$ cat src/design/grgf_pkg.sv
// Shared constants, fill codes and the cell control bundle of the grid row gap filler.
`default_nettype none

package grgf_pkg;

    // Default sizes handed to the top level parameters
    localparam int SEARCH_REACH_DEF = 50;
    localparam int VALUE_BITS_DEF   = 16;

    // Distances examined per scan cycle
    localparam int SCAN_STEP = 8;

    // Fill codes carried on the result channel
    localparam logic [1:0] CODE_ORIGINAL = 2'd0;
    localparam logic [1:0] CODE_PREVIOUS = 2'd1;
    localparam logic [1:0] CODE_NEIGHBOR = 2'd2;

    // Commands broadcast from the sequencer to every cell
    typedef struct packed {
        logic append;
        logic shift_pend;
        logic shift_left;
        logic clear_left;
        logic load_scan;
        logic shift_scan;
    } cell_ctrl_t;

endpackage

`default_nettype wire

$ cat src/design/grgf_cell.sv
// One search distance of the row window: a held point, a left history entry and a scan slot.
`default_nettype none

module grgf_cell
    import grgf_pkg::*;
#(
    parameter int VALUE_BITS = VALUE_BITS_DEF,
    parameter int INDEX      = 1,
    parameter int COUNT_BITS = 6
) (
    input  wire                           aclk,
    input  wire                           aresetn,
    input  cell_ctrl_t                    ctrl,
    input  wire        [COUNT_BITS-1:0]   pend_count,
    input  wire signed [VALUE_BITS-1:0]   new_today,
    input  wire signed [VALUE_BITS-1:0]   new_prev,
    input  wire signed [VALUE_BITS-1:0]   nb_today,
    input  wire signed [VALUE_BITS-1:0]   nb_prev,
    input  wire                           nb_valid,
    output logic signed [VALUE_BITS-1:0]  pend_today,
    output logic signed [VALUE_BITS-1:0]  pend_prev,
    output logic                          pend_valid,
    input  wire signed [VALUE_BITS-1:0]   nb_left,
    output logic signed [VALUE_BITS-1:0]  left_val,
    input  wire                           nb_scan_hit,
    input  wire signed [VALUE_BITS-1:0]   nb_scan_val,
    output logic                          scan_hit,
    output logic signed [VALUE_BITS-1:0]  scan_val
);

    logic signed [VALUE_BITS-1:0] today_reg;
    logic signed [VALUE_BITS-1:0] prev_reg;
    logic                         valid_reg;
    logic signed [VALUE_BITS-1:0] left_reg;
    logic                         hit_reg;
    logic signed [VALUE_BITS-1:0] sval_reg;

    logic append_here;
    logic left_pos;
    logic right_pos;

    assign append_here = ctrl.append && (pend_count == COUNT_BITS'(INDEX));
    assign left_pos    = !left_reg[VALUE_BITS-1] && (|left_reg);
    assign right_pos   = valid_reg && !today_reg[VALUE_BITS-1] && (|today_reg);

    // Advance held points toward the head, or take a new item at the fill position
    always_ff @(posedge aclk) begin
        if (ctrl.shift_pend) begin
            today_reg <= nb_today;
            prev_reg  <= nb_prev;
        end else if (append_here) begin
            today_reg <= new_today;
            prev_reg  <= new_prev;
        end
    end

    always_ff @(posedge aclk) begin
        if (!aresetn) begin
            valid_reg <= 1'b0;
        end else if (ctrl.shift_pend) begin
            valid_reg <= nb_valid;
        end else if (append_here) begin
            valid_reg <= 1'b1;
        end
    end

    // Left history: push emitted values outward, drop at row end
    always_ff @(posedge aclk) begin
        if (!aresetn) begin
            left_reg <= '0;
        end else if (ctrl.clear_left) begin
            left_reg <= '0;
        end else if (ctrl.shift_left) begin
            left_reg <= nb_left;
        end
    end

    // Scan slot: left side wins over right side at the same distance
    always_ff @(posedge aclk) begin
        if (ctrl.load_scan) begin
            hit_reg  <= left_pos || right_pos;
            sval_reg <= left_pos ? left_reg : today_reg;
        end else if (ctrl.shift_scan) begin
            hit_reg  <= nb_scan_hit;
            sval_reg <= nb_scan_val;
        end
    end

    assign pend_today = today_reg;
    assign pend_prev  = prev_reg;
    assign pend_valid = valid_reg;
    assign left_val   = left_reg;
    assign scan_hit   = hit_reg;
    assign scan_val   = sval_reg;

endmodule

`default_nettype wire

$ cat src/design/grgf_ctrl.sv
// Sequencer: head point, fill decision, scan window pick, result register and config register.
`default_nettype none

module grgf_ctrl
    import grgf_pkg::*;
#(
    parameter int VALUE_BITS   = VALUE_BITS_DEF,
    parameter int SEARCH_REACH = SEARCH_REACH_DEF,
    parameter int COUNT_BITS   = 6
) (
    input  wire                           aclk,
    input  wire                           aresetn,
    // input items
    input  wire                           in_valid,
    output logic                          in_ready,
    input  wire signed [VALUE_BITS-1:0]   in_today,
    input  wire signed [VALUE_BITS-1:0]   in_prev,
    input  wire                           in_row_end,
    // configuration
    input  wire                           cfg_valid,
    output logic                          cfg_ready,
    input  wire                           cfg_data,
    // result items
    output logic                          out_valid,
    input  wire                           out_ready,
    output logic       [VALUE_BITS-2:0]   out_value,
    output logic       [1:0]              out_code,
    output logic                          out_miss,
    output logic                          out_last,
    // cell row
    output cell_ctrl_t                    ctrl,
    output logic       [COUNT_BITS-1:0]   pend_count,
    input  wire signed [VALUE_BITS-1:0]   next_today,
    input  wire signed [VALUE_BITS-1:0]   next_prev,
    output logic signed [VALUE_BITS-1:0]  emit_val,
    input  wire                           win_hit [SCAN_STEP],
    input  wire signed [VALUE_BITS-1:0]   win_val [SCAN_STEP]
);

    localparam int SCAN_PASSES = (SEARCH_REACH + SCAN_STEP - 1) / SCAN_STEP;
    localparam int PASS_BITS   = $clog2(SCAN_PASSES + 1);

    localparam logic [1:0] S_IDLE = 2'd0;
    localparam logic [1:0] S_EVAL = 2'd1;
    localparam logic [1:0] S_SCAN = 2'd2;
    localparam logic [1:0] S_OUT  = 2'd3;

    logic [1:0]                   state_reg,  state_next;
    logic [COUNT_BITS-1:0]        count_reg,  count_next;
    logic                         drain_reg,  drain_next;
    logic [PASS_BITS-1:0]         passes_reg, passes_next;
    logic                         fill_en_reg;
    logic signed [VALUE_BITS-1:0] head_today_reg;
    logic signed [VALUE_BITS-1:0] head_prev_reg;
    logic signed [VALUE_BITS-1:0] res_val_reg,  res_val_next;
    logic [1:0]                   res_code_reg, res_code_next;
    logic                         res_miss_reg, res_miss_next;
    logic                         m_valid_reg;
    logic [VALUE_BITS-2:0]        m_value_reg;
    logic [1:0]                   m_code_reg;
    logic                         m_miss_reg;
    logic                         m_last_reg;

    logic                         accept;
    logic                         out_free;
    logic                         commit;
    logic                         is_last;
    logic                         win_found;
    logic signed [VALUE_BITS-1:0] win_pick;
    logic                         res_pos;

    assign accept   = in_valid && (state_reg == S_IDLE);
    assign out_free = !m_valid_reg || out_ready;
    assign commit   = (state_reg == S_OUT) && out_free;
    assign is_last  = drain_reg && (count_reg == COUNT_BITS'(1));
    assign res_pos  = !res_val_reg[VALUE_BITS-1] && (|res_val_reg);

    // Pick the nearest hit in the current scan window
    always_comb begin
        win_found = 1'b0;
        win_pick  = '0;
        for (int j = SCAN_STEP - 1; j >= 0; j--) begin
            if (win_hit[j]) begin
                win_found = 1'b1;
                win_pick  = win_val[j];
            end
        end
    end

    // Sequencer
    always_comb begin
        state_next    = state_reg;
        count_next    = count_reg;
        drain_next    = drain_reg;
        passes_next   = passes_reg;
        res_val_next  = res_val_reg;
        res_code_next = res_code_reg;
        res_miss_next = res_miss_reg;
        ctrl          = '0;
        case (state_reg)
            S_IDLE: begin
                if (accept) begin
                    ctrl.append = 1'b1;
                    count_next  = count_reg + COUNT_BITS'(1);
                    drain_next  = in_row_end;
                    if (in_row_end || (count_reg == COUNT_BITS'(SEARCH_REACH))) begin
                        state_next = S_EVAL;
                    end
                end
            end
            S_EVAL: begin
                if (!fill_en_reg || (head_today_reg != '0)) begin
                    res_val_next  = head_today_reg;
                    res_code_next = CODE_ORIGINAL;
                    res_miss_next = 1'b0;
                    state_next    = S_OUT;
                end else if (head_prev_reg != '0) begin
                    res_val_next  = head_prev_reg;
                    res_code_next = CODE_PREVIOUS;
                    res_miss_next = 1'b1;
                    state_next    = S_OUT;
                end else begin
                    res_val_next   = '0;
                    res_code_next  = CODE_ORIGINAL;
                    res_miss_next  = 1'b1;
                    ctrl.load_scan = 1'b1;
                    passes_next    = PASS_BITS'(SCAN_PASSES);
                    state_next     = S_SCAN;
                end
            end
            S_SCAN: begin
                if (win_found) begin
                    res_val_next  = win_pick;
                    res_code_next = CODE_NEIGHBOR;
                    state_next    = S_OUT;
                end else if (passes_reg == PASS_BITS'(1)) begin
                    state_next = S_OUT;
                end else begin
                    ctrl.shift_scan = 1'b1;
                    passes_next     = passes_reg - PASS_BITS'(1);
                end
            end
            S_OUT: begin
                if (out_free) begin
                    ctrl.shift_pend = 1'b1;
                    ctrl.shift_left = !is_last;
                    ctrl.clear_left = is_last;
                    count_next      = count_reg - COUNT_BITS'(1);
                    if (is_last) begin
                        drain_next = 1'b0;
                        state_next = S_IDLE;
                    end else if (drain_reg) begin
                        state_next = S_EVAL;
                    end else begin
                        state_next = S_IDLE;
                    end
                end
            end
            default: begin
                state_next = S_IDLE;
            end
        endcase
    end

    always_ff @(posedge aclk) begin
        if (!aresetn) begin
            state_reg  <= S_IDLE;
            count_reg  <= '0;
            drain_reg  <= 1'b0;
            passes_reg <= '0;
        end else begin
            state_reg  <= state_next;
            count_reg  <= count_next;
            drain_reg  <= drain_next;
            passes_reg <= passes_next;
        end
    end

    // Result under evaluation
    always_ff @(posedge aclk) begin
        res_val_reg  <= res_val_next;
        res_code_reg <= res_code_next;
        res_miss_reg <= res_miss_next;
    end

    // Head of the row window: oldest held point
    always_ff @(posedge aclk) begin
        if (ctrl.shift_pend) begin
            head_today_reg <= next_today;
            head_prev_reg  <= next_prev;
        end else if (accept && (count_reg == '0)) begin
            head_today_reg <= in_today;
            head_prev_reg  <= in_prev;
        end
    end

    // Configuration register
    always_ff @(posedge aclk) begin
        if (!aresetn) begin
            fill_en_reg <= 1'b1;
        end else if (cfg_valid) begin
            fill_en_reg <= cfg_data;
        end
    end

    // Output register: hold until taken
    always_ff @(posedge aclk) begin
        if (!aresetn) begin
            m_valid_reg <= 1'b0;
        end else if (commit) begin
            m_valid_reg <= 1'b1;
        end else if (out_ready) begin
            m_valid_reg <= 1'b0;
        end
    end

    always_ff @(posedge aclk) begin
        if (commit) begin
            m_value_reg <= res_pos ? res_val_reg[VALUE_BITS-2:0] : '0;
            m_code_reg  <= res_code_reg;
            m_miss_reg  <= res_miss_reg;
            m_last_reg  <= is_last;
        end
    end

    assign in_ready   = (state_reg == S_IDLE);
    assign cfg_ready  = 1'b1;
    assign out_valid  = m_valid_reg;
    assign out_value  = m_value_reg;
    assign out_code   = m_code_reg;
    assign out_miss   = m_miss_reg;
    assign out_last   = m_last_reg;
    assign pend_count = count_reg;
    assign emit_val   = res_val_reg;

endmodule

`default_nettype wire

$ cat src/design/grid_row_gap_filler_unit.sv
// Top level of the grid row gap filler: sequencer and the row of distance cells.
`default_nettype none

// Fills missing (zero) grid points row by row. A point is held until SEARCH_REACH
// later points of its row have arrived or its row ends (tlast); then it is replaced
// by the previous day's value when that is nonzero, or else by the nearest positive
// value of the row within SEARCH_REACH places, left (already filled) before right.
// Items are handled one at a time. Each result is evaluated and then emitted,
// with a row search in between for a point that needs one: the search walks
// the cell row eight distances per cycle. A row end drains every held point
// back to back before the next item is taken. Emitting waits while the output
// register is full and not taken. fill_enable is written on the cfg channel;
// the user is to write it only while the block is idle, which the block itself
// does not enforce; it resets to 1.
module grid_row_gap_filler_unit
    import grgf_pkg::*;
#(
    parameter int SEARCH_REACH = SEARCH_REACH_DEF,
    parameter int VALUE_BITS   = VALUE_BITS_DEF
) (
    input  wire                                   aclk,
    input  wire                                   aresetn,
    // today_value [VALUE_BITS-1:0], previous_value [2*VALUE_BITS-1:VALUE_BITS]
    input  wire [((2*VALUE_BITS+7)/8)*8-1:0]      s_tdata,
    input  wire                                   s_tvalid,
    output logic                                  s_tready,
    input  wire                                   s_tlast,
    // filled_value [VALUE_BITS-2:0]
    output logic [((VALUE_BITS-1+7)/8)*8-1:0]     m_tdata,
    // fill_code [1:0], was_missing [2]
    output logic [2:0]                            m_tuser,
    output logic                                  m_tvalid,
    input  wire                                   m_tready,
    output logic                                  m_tlast,
    // fill_enable
    input  wire                                   cfg_valid,
    output logic                                  cfg_ready,
    input  wire                                   cfg_data
);

    localparam int COUNT_BITS = $clog2(SEARCH_REACH + 2);
    localparam int OUT_BITS   = ((VALUE_BITS - 1 + 7) / 8) * 8;

    cell_ctrl_t                   ctrl;
    logic [COUNT_BITS-1:0]        pend_count;
    logic signed [VALUE_BITS-1:0] in_today;
    logic signed [VALUE_BITS-1:0] in_prev;
    logic signed [VALUE_BITS-1:0] emit_val;
    logic [VALUE_BITS-2:0]        out_value;
    logic [1:0]                   out_code;
    logic                         out_miss;

    logic signed [VALUE_BITS-1:0] c_today    [1:SEARCH_REACH];
    logic signed [VALUE_BITS-1:0] c_prev     [1:SEARCH_REACH];
    logic                         c_valid    [1:SEARCH_REACH];
    logic signed [VALUE_BITS-1:0] c_left     [1:SEARCH_REACH];
    logic                         c_hit      [1:SEARCH_REACH];
    logic signed [VALUE_BITS-1:0] c_sval     [1:SEARCH_REACH];
    logic                         win_hit    [SCAN_STEP];
    logic signed [VALUE_BITS-1:0] win_val    [SCAN_STEP];

    assign in_today = s_tdata[VALUE_BITS-1:0];
    assign in_prev  = s_tdata[2*VALUE_BITS-1:VALUE_BITS];

    grgf_ctrl #(
        .VALUE_BITS   (VALUE_BITS),
        .SEARCH_REACH (SEARCH_REACH),
        .COUNT_BITS   (COUNT_BITS)
    ) u_ctrl (
        .aclk       (aclk),
        .aresetn    (aresetn),
        .in_valid   (s_tvalid),
        .in_ready   (s_tready),
        .in_today   (in_today),
        .in_prev    (in_prev),
        .in_row_end (s_tlast),
        .cfg_valid  (cfg_valid),
        .cfg_ready  (cfg_ready),
        .cfg_data   (cfg_data),
        .out_valid  (m_tvalid),
        .out_ready  (m_tready),
        .out_value  (out_value),
        .out_code   (out_code),
        .out_miss   (out_miss),
        .out_last   (m_tlast),
        .ctrl       (ctrl),
        .pend_count (pend_count),
        .next_today (c_today[1]),
        .next_prev  (c_prev[1]),
        .emit_val   (emit_val),
        .win_hit    (win_hit),
        .win_val    (win_val)
    );

    // Row of cells, one per search distance
    for (genvar k = 1; k <= SEARCH_REACH; k++) begin : g_cell
        logic signed [VALUE_BITS-1:0] nb_today;
        logic signed [VALUE_BITS-1:0] nb_prev;
        logic                         nb_valid;
        logic signed [VALUE_BITS-1:0] nb_left;
        logic                         nb_hit;
        logic signed [VALUE_BITS-1:0] nb_sval;

        if (k < SEARCH_REACH) begin : g_right
            assign nb_today = c_today[k+1];
            assign nb_prev  = c_prev[k+1];
            assign nb_valid = c_valid[k+1];
        end else begin : g_end
            assign nb_today = '0;
            assign nb_prev  = '0;
            assign nb_valid = 1'b0;
        end

        if (k > 1) begin : g_left
            assign nb_left = c_left[k-1];
        end else begin : g_first
            assign nb_left = emit_val;
        end

        if (k + SCAN_STEP <= SEARCH_REACH) begin : g_scan
            assign nb_hit  = c_hit[k+SCAN_STEP];
            assign nb_sval = c_sval[k+SCAN_STEP];
        end else begin : g_scan_end
            assign nb_hit  = 1'b0;
            assign nb_sval = '0;
        end

        grgf_cell #(
            .VALUE_BITS (VALUE_BITS),
            .INDEX      (k),
            .COUNT_BITS (COUNT_BITS)
        ) u_cell (
            .aclk        (aclk),
            .aresetn     (aresetn),
            .ctrl        (ctrl),
            .pend_count  (pend_count),
            .new_today   (in_today),
            .new_prev    (in_prev),
            .nb_today    (nb_today),
            .nb_prev     (nb_prev),
            .nb_valid    (nb_valid),
            .pend_today  (c_today[k]),
            .pend_prev   (c_prev[k]),
            .pend_valid  (c_valid[k]),
            .nb_left     (nb_left),
            .left_val    (c_left[k]),
            .nb_scan_hit (nb_hit),
            .nb_scan_val (nb_sval),
            .scan_hit    (c_hit[k]),
            .scan_val    (c_sval[k])
        );
    end

    // Scan window: the nearest SCAN_STEP distances
    for (genvar j = 0; j < SCAN_STEP; j++) begin : g_win
        if (j + 1 <= SEARCH_REACH) begin : g_tap
            assign win_hit[j] = c_hit[j+1];
            assign win_val[j] = c_sval[j+1];
        end else begin : g_none
            assign win_hit[j] = 1'b0;
            assign win_val[j] = '0;
        end
    end

    assign m_tdata = OUT_BITS'(out_value);
    assign m_tuser = {out_miss, out_code};

endmodule

`default_nettype wire

$ cat config.mk
export PLATFORM = sky130hd
export DESIGN_NAME = grid_row_gap_filler_unit
export DESIGN_NICKNAME = d
export VERILOG_FILES = /design/src/design/grgf_pkg.sv /design/src/design/grgf_cell.sv /design/src/design/grgf_ctrl.sv /design/src/design/grid_row_gap_filler_unit.sv
export SDC_FILE = /design/constraint.sdc
export NUM_CORES = 2
export LEC_CHECK = 0
export BUFFER_PORTS_ARGS = -buffer_cell sky130_fd_sc_hd__buf_2
export CAP_MARGIN = 20
export CELL_PAD_IN_SITES_DETAIL_PLACEMENT = 1
export CELL_PAD_IN_SITES_GLOBAL_PLACEMENT = 1
export CORE_ASPECT_RATIO = 1.4
export CORE_MARGIN = 2
export CORE_UTILIZATION = 29
export CTS_CLUSTER_SIZE = 8
export DETAILED_ROUTE_END_ITERATION = 10
export GPL_ROUTABILITY_DRIVEN = 0
export PLACE_DENSITY_LB_ADDON = 0.3
export SLEW_MARGIN = 20
export SYNTH_ARGS = -nofsm -noshare
export SYNTH_HDL_FRONTEND = slang
export SYNTH_SLANG_ARGS = --single-unit
$ cat constraint.sdc
create_clock -name aclk -period 27.9 [get_ports aclk]
set_input_delay 5.58 -clock aclk [delete_from_list [all_inputs] [get_ports aclk]]
set_output_delay 5.58 -clock aclk [all_outputs]
set_load 0.05 [all_outputs]
# Word-level counts from Yosys, hierarchy flattened

Cells that the tools add are included.

Output and inout bits: 23
Word-level logic and storage cells: 1504
Register bits: 3384

Bitwise operators: 1
Equality and inequality tests: 64
Multiplexer cells: 593
Reductions and logical operators: 528
Add/subtract/negate cells: 3

Operators by type and width:

| operator                                                                 | number |
|---|---|
| 16-bit two-way mux                                                       | 354 |
| 16-bit OR reduction                                                      | 101 |
| 1-bit two-way mux                                                        | 216 |
| 1-bit logical AND                                                        | 205 |
| 6-bit == test (second input constant)                                    | 19 |
| 2-bit nonzero test                                                       | 54 |
| 1-bit logical NOT                                                        | 104 |
| 6-bit by 5-bit == test with 1-bit output (second input constant)         | 16 |
| 1-bit logical OR                                                         | 53 |
| 6-bit by 4-bit == test with 1-bit output (second input constant)         | 8 |
| 16-bit case mux with 2 select lines                                      | 1 |
| 16-bit nonzero test                                                      | 2 |
| 6-bit by 3-bit == test with 1-bit output (second input constant)         | 4 |
| 2-bit two-way mux                                                        | 9 |
| 3-bit two-way mux                                                        | 6 |
| 6-bit by 2-bit == test with 1-bit output (second input constant)         | 2 |
| 6-bit two-way mux                                                        | 2 |
| 6-bit case mux with 2 select lines                                       | 1 |
| 2-bit by 1-bit inequality test with 1-bit output (second input constant) | 5 |
| 2-bit inequality test (second input constant)                            | 4 |
| 2-bit case mux with 4 select lines                                       | 1 |
| 4-bit AND reduction                                                      | 2 |
| 6-bit by 1-bit adder with 6-bit output (second input constant)           | 1 |
| 6-bit by 1-bit == test with 1-bit output (second input constant)         | 1 |
| 16 further kinds                                                         | 18 |

# Longest topological paths before layout

Depth in word-level cells: 12
Gate-level depth with buffers: 10
Mapped depth without buffers: 7

# Hierarchy

From an unflattened synthesis, not the netlist that was laid out.

Cell total of the unflattened synthesis: 12001
Area total of the unflattened synthesis: 155292.7 um^2

By module, submodules not included:

| module                             | instances | cells an instance | area an instance (um^2) |
|---|---|---|---|
| grgf_cell at g_cell[21].u_cell ... | 12        | 230               | 3009.1 |
| grgf_cell at g_cell[19].u_cell ... | 10        | 230               | 3007.9 |
| grgf_cell at g_cell[11].u_cell ... | 5         | 230               | 3010.4 |
| grgf_cell at g_cell[20].u_cell ... | 5         | 229               | 3005.4 |
| grgf_cell at g_cell[17].u_cell ... | 4         | 230               | 3016.6 |
| grgf_cell at g_cell[10].u_cell ... | 4         | 230               | 3011.6 |
| grgf_cell at g_cell[16].u_cell ... | 4         | 230               | 3006.6 |
| grgf_cell at g_cell[15].u_cell ... | 3         | 229               | 3007.9 |
| grgf_cell at g_cell[1].u_cell ...  | 3         | 230               | 2982.9 |
| grgf_ctrl                          | 1         | 506               | 4894.7 |
| grid_row_gap_filler_unit           | 1         | 3                 | 18.8 |

# Least setup slack after synthesis

Ideal clock, no wire load.

Kind: register to register
Start: register u_ctrl.head_today_reg[0]
End: register g_cell[10].u_cell.hit_reg (enable)
Data arrival time: 19745 ps
Path buffers: 2
Setup time: 1267 ps
Cell stages (with the launch flop): 8
Data required time: 26633 ps
Setup slack: 6888 ps
Cell sequence: edfxtp_1 -> nor4_1 -> nand3b_1 -> nor3_2 -> or3b_1 -> buf_2 -> buf_6 -> nand2_1

Cells in the longest elaborated chain, start to end: 5

Ends and longest elaborated chain:

| element                      | RTL line         | RTL |
|---|---|---|
| from (decl)                  | grgf_ctrl.sv:53  | `logic signed [VALUE_BITS-1:0] head_today_reg;` |
| from (signal assigned)       | grgf_ctrl.sv:189 | `head_today_reg <= next_today;` |
| from (signal assigned)       | grgf_ctrl.sv:192 | `head_today_reg <= in_today;` |
| 16-bit nonzero test          | grgf_ctrl.sv:112 | `if (!fill_en_reg \|\| (head_today_reg != '0)) begin` |
| 1-bit logical OR             | grgf_ctrl.sv:112 |  |
| 1-bit two-way mux            | grgf_ctrl.sv:112 |  |
| 1-bit two-way mux            | grgf_ctrl.sv:100 | `case (state_reg)` |
| 2-bit nonzero test (no line) | -                |  |
| to (signal assigned)         | grgf_cell.sv:81  | `hit_reg <= left_pos \|\| right_pos;` |
| to (signal assigned)         | grgf_cell.sv:84  | `hit_reg <= nb_scan_hit;` |
| to (decl)                    | grgf_cell.sv:35  | `logic hit_reg;` |

No other way between the ends.
A chain may end at the register's enable or synchronous reset.

# Final worst setup path

Start: input m_tready
End: register g_cell[38].u_cell.left_reg[1]

Cells in the longest elaborated chain, start to end: 4

Ends and longest elaborated chain:

| element                      | RTL line                       | RTL |
|---|---|---|
| from (decl)                  | grid_row_gap_filler_unit.sv:33 | `input wire m_tready,` |
| 1-bit logical OR *           | grgf_ctrl.sv:73                | `assign out_free = !m_valid_reg \|\| out_ready;` |
| 3-bit two-way mux *          | grgf_ctrl.sv:144               | `if (out_free) begin` |
| 3-bit two-way mux *          | grgf_ctrl.sv:100               |  |
| 2-bit OR reduction (no line) | -                              |  |
| to (signal assigned)         | grgf_cell.sv:74                | `left_reg <= nb_left;` |
| to (decl)                    | grgf_cell.sv:34                | `logic signed [VALUE_BITS-1:0] left_reg;` |

Every way passes the cells marked *; elsewhere a longest branch is shown, timed or not.

==> results by stage <==
Placement:
- The instance count after placement with tap cells included is 17500.
- The number of port buffers is 59.
- The HPWL after detailed placement is 378000 um.

Timing:
- Setup total negative slack on the finished layout was measured at 0 ps.
- Static timing analysis puts the maximum clock frequency at 0.0928 GHz.
- The max-slew violation count is 0.
- The worst pin sits at a relative slew slack of 16.2%.
- For the pin with the worst max-slew slack, the measured transition is 1260 ps.
- The number of hold-slack violations in the final timing report was 0.
- Setup repair after global routing left no endpoint under its margin.
- The setup violation total in the final timing report is 0.
- The final cycle utilization of the critical path is between 30% and 40%.
- The final critical path time including I/O delays and setup is 10780 ps.
- The clock arrives with around 66 ps of skew.
- The final hold slack is 427 ps.

Clock network:
- The worst-skew pair later-pin latency is around 1000 ps.
- The clock-pin slew on the worst setup and hold paths is 50 ps.
- The clock drives around 3400 sinks.
- The root cell of the clock tree is clkbuf_16.
- Counting along the longest clock path gives a buffer depth of 4.
- CTS built an H-tree with a depth of 5.
- In this run, post-CTS hold repair placed 0 buffers.
- The CTS buffer count is 462.
- TritonCTS built the clock tree.
- The number of buffers inserted by post-CTS setup repair is 0.
- The post-cts resize count is 0.

Detailed routing:
- In the routed layout, each cell is associated on average with a via count of 5.24.
- In the routed design, unresolved DRC markers number 0.
- The post-route antenna net violation count is 0.
- For this run, the detailed router's first-pass iteration total came to 5.
- In this run, the number of DRC markers left after iteration 0 of detailed routing was 9068.
- In the final routed layout, each cell accounts on average for 29.5 um.
- The routed wire length is 542000 um.
- The routed layout has 96200 vias.

Layout:
- The total of fill cells in the finished design is 52100.
- The share of post-route cells with drive strength above 1 is between 8 and 9%.
- The final layout contains 11600 nets.
- From synthesis to final layout, the design area changed by 14.6%.
- The number of non-filler instances in the completed layout is 18400.

Pwr:
- Dividing total power by cell area gives a power density of between 70 and 80 nW/um^2.
- The maximum vdd drop is 57.2 uV.
- The share of total power in sequential cells is 47.9%.
- Summed over all cells, the static leakage comes to ~0.056 uW.
- The combinational fraction of design power is 9.0%.
- The internal power component is 9190 uW.
- For this design the total switching power over the nets is 3240 uW.
- The total power consumption of the routed design is 12400 uW.
- The clock power share is 43.1%.
- Net switching is 26.1% of the power.

Setup path:
- STA puts the critical path data arrival time at 11660 ps.
- The number of buffer and inverter instances along the worst setup path is 6.
- Walking the worst path, the cells encountered are buf_2 > nor2b_1 > nand2b_4 > inv_8 > nand2_4 > buf_4 > buf_4 > buf_4 > buf_4 > nand2_1 > a21oi_1.
- Counting stages on the worst path, the most repeated cell is buf_4.
- In this design, the stage delay of the slowest critical-path cell is 890 ps.
- The slowest cell on the critical path is buf_4.
- Of all nets on the critical path, the largest fanout is 110.
- The type of the setup path with the least slack is input pin to register.
- The required time reported for the critical path endpoint is about 29000 ps.
- The startpoint type of the worst setup path is an input pin.
- Broken down by cell family, the worst path's largest delay share belongs to buffers and inverters.
- STA classifies the critical path endpoint as a register.

Synth:
- In this run, synthesis inferred 2488 flip-flops with an integrated enable.
- Sorting the synthesized cells by area gives the leading types as edfxtp_1 53%, dfxtp_1 13%, a21o_1 8.5%.
- The synthesis-stage register bit count is 3384.
- The leading area contributor after synthesis is edfxtp_1.
- After synthesis, the share of flip-flops with an asynchronous set or reset is 0%.
- Synthesis produced a netlist with a net count of roughly 12000.
- The dominant synthesized flop cell is edfxtp_1.
- The proportion of netlist area held by the largest area contributor is between 50% and 60%.
- Synthesis produced a netlist whose cell count is 11800.
- The most numerous cell in the Yosys netlist is edfxtp_1.
- The number of warnings issued by yosys is 0.
- In the synthesized netlist, the cells that appear most often are 2488 x edfxtp_1, 1694 x nand2_1, 1602 x a21o_1, 1507 x a21oi_1, 896 x dfxtp_1.
- Counting distinct cell types in the post-synthesis netlist gives 58.
- The average cell area after synthesis is 12.0 sq um.
- The sequential area share after synthesis is 65.9%.
- The mapped netlist covers 141000 sq um.

GRT:
- The number of antenna violations at the first check in global routing is 16.
- The number of global-route vias before repair is 99400.
- The maximum number of pins on one net before global-route repair is 182.
- After global routing the overflow that remains totals 0.
- The wire length of the first global-routing pass is roughly 760000 um.
- For this run, the total global-route usage over all layers was measured as a little over a fifth.

Floorplanning:
- The total area inside the core boundary comes to about 480000 sq um.
- The floorplan step set the die width to around 600 um.
- The starting density of the core is 29.1%.
- The floorplan has 302 rows.
- 62 I/O pins were placed.
- The die covers 491000 sq um.
- The die is 828 um tall.

Job:
- The count of maximum capacitance violations is 0.

Status:
- The flow ran to the end, and the final reports show no timing, DRC or antenna violations.

Min path:
- The path class of the tightest hold or removal check is register to register.
[worst reg2reg max path: stages (launching register included)]
cell,delay [ps]
dfxtp_1,370
nor2b_1,480
nand2b_4,680
inv_8,380
nand2_4,660
buf_4,710
buf_4,820
buf_4,890
buf_4,980
nand2_1,240
a21oi_1,200
[cell type report]
cell class / count / area [sq um] / area share (%)
tap: 6384 / 7990 / 4.95
sequential: 3384 / 92600 / 57.5
clock inverter: 24 / 458 / 0.284
timing repair buffer: 289 / 2280 / 1.42
multi-input combinational: 7373 / 44500 / 27.6
clock buffer: 828 / 13000 / 8.09
inverter: 67 / 259 / 0.161
antenna: 5 / 12.5 / 0.00776
[power by group through the flow]
stage               Clock [uW]  Sequential, uW  Combinational, uW
floorplan                    0            5950                695
global placement             0            6050               1100
detailed placement           0            6060               1120
CTS                       5440            5950               1130
global route              5640            5960               1210
finish                    5360            5950               1120
[metrics by stage]
stage / utilization [%] / setup slack [ps] / area (sq um)
2_1_floorplan: - / 6890 / 141000
3_3_place_gp: 30.5 / 16190 / 147000
3_5_place_dp: 30.6 / 16090 / 148000
4_1_cts: 33.4 / 17120 / 161000
5_1_grt: 33.4 / 16880 / 161000
6_report: 33.4 / 17120 / 161000
[cell families (layout without fill, tap and decap cells)]
family,Yosys count,in the layout,share of synthesized area [%]
AOI/OAI and AO/OA,3426,3426,15.9
xor gates and xnor gates,6,6,0.0374
muxes,791,791,5.67
buffers and inverters,993,1208,3.08
DFF,3384,3384,65.9
and+or+nand+nor,3137,3137,9.32
adders and majority gates,11,11,0.0978
other,2,7,0.00534
[layout by cell type, fill, tap and decap left out, types with 14 or more instances in the layout]
cell type | Yosys | layout
clkbuf_16 | 0 | 467
inv_1 | 66 | 66
a31oi_1 | 67 | 67
dfxtp_1 | 896 | 896
mux2i_1 | 749 | 749
nand4_1 | 55 | 55
a41oi_2 | 42 | 45
a221o_1 | 26 | 26
a222oi_1 | 14 | 14
edfxtp_1 | 2488 | 2488
and2_4 | 0 | 18
a21o_1 | 1602 | 1602
nor2_1 | 856 | 855
nand2_1 | 1694 | 1692
and2_2 | 0 | 15
nor2b_1 | 30 | 30
nor4_1 | 311 | 310
o221a_2 | 50 | 50
nor3_1 | 114 | 113
clkbuf_1 | 527 | 361
a21oi_1 | 1507 | 1507
buf_4 | 60 | 212
o21ai_4 | 0 | 51
o22ai_1 | 14 | 14
mux2_2 | 42 | 42
buf_2 | 279 | 58
[per-layer routing]
layer	vias to the layer above	routed length [um]	track usage (%)
li1	42600	-	-
met1	49300	210000	24.9
met2	3011	270000	37.3
met3	1331	20900	2.39
met4	2	42200	14.7
met5	-	7	0
[worst paths after layout]
| path | startpoint | endpoint | slack, ps | cells past startpoint |
|---|---|---|---|---|
| min | u_ctrl.res_code_reg[1]$_SDFFCE_PP1P_ | u_ctrl.out_code[1]$_DFFE_PP_ | 430 | 0 |
| max | m_tready | g_cell[38].u_cell.left_val[1]$_SDFFE_PP0P_ | 17120 | 11 |
| min reg2reg | u_ctrl.res_code_reg[1]$_SDFFCE_PP1P_ | u_ctrl.out_code[1]$_DFFE_PP_ | 430 | 0 |
| max reg2reg | u_ctrl.out_valid$_SDFFE_PN0P_ | g_cell[38].u_cell.left_val[1]$_SDFFE_PP0P_ | 21360 | 10 |
No activity file was read; power rests on OpenSTA's default activity.
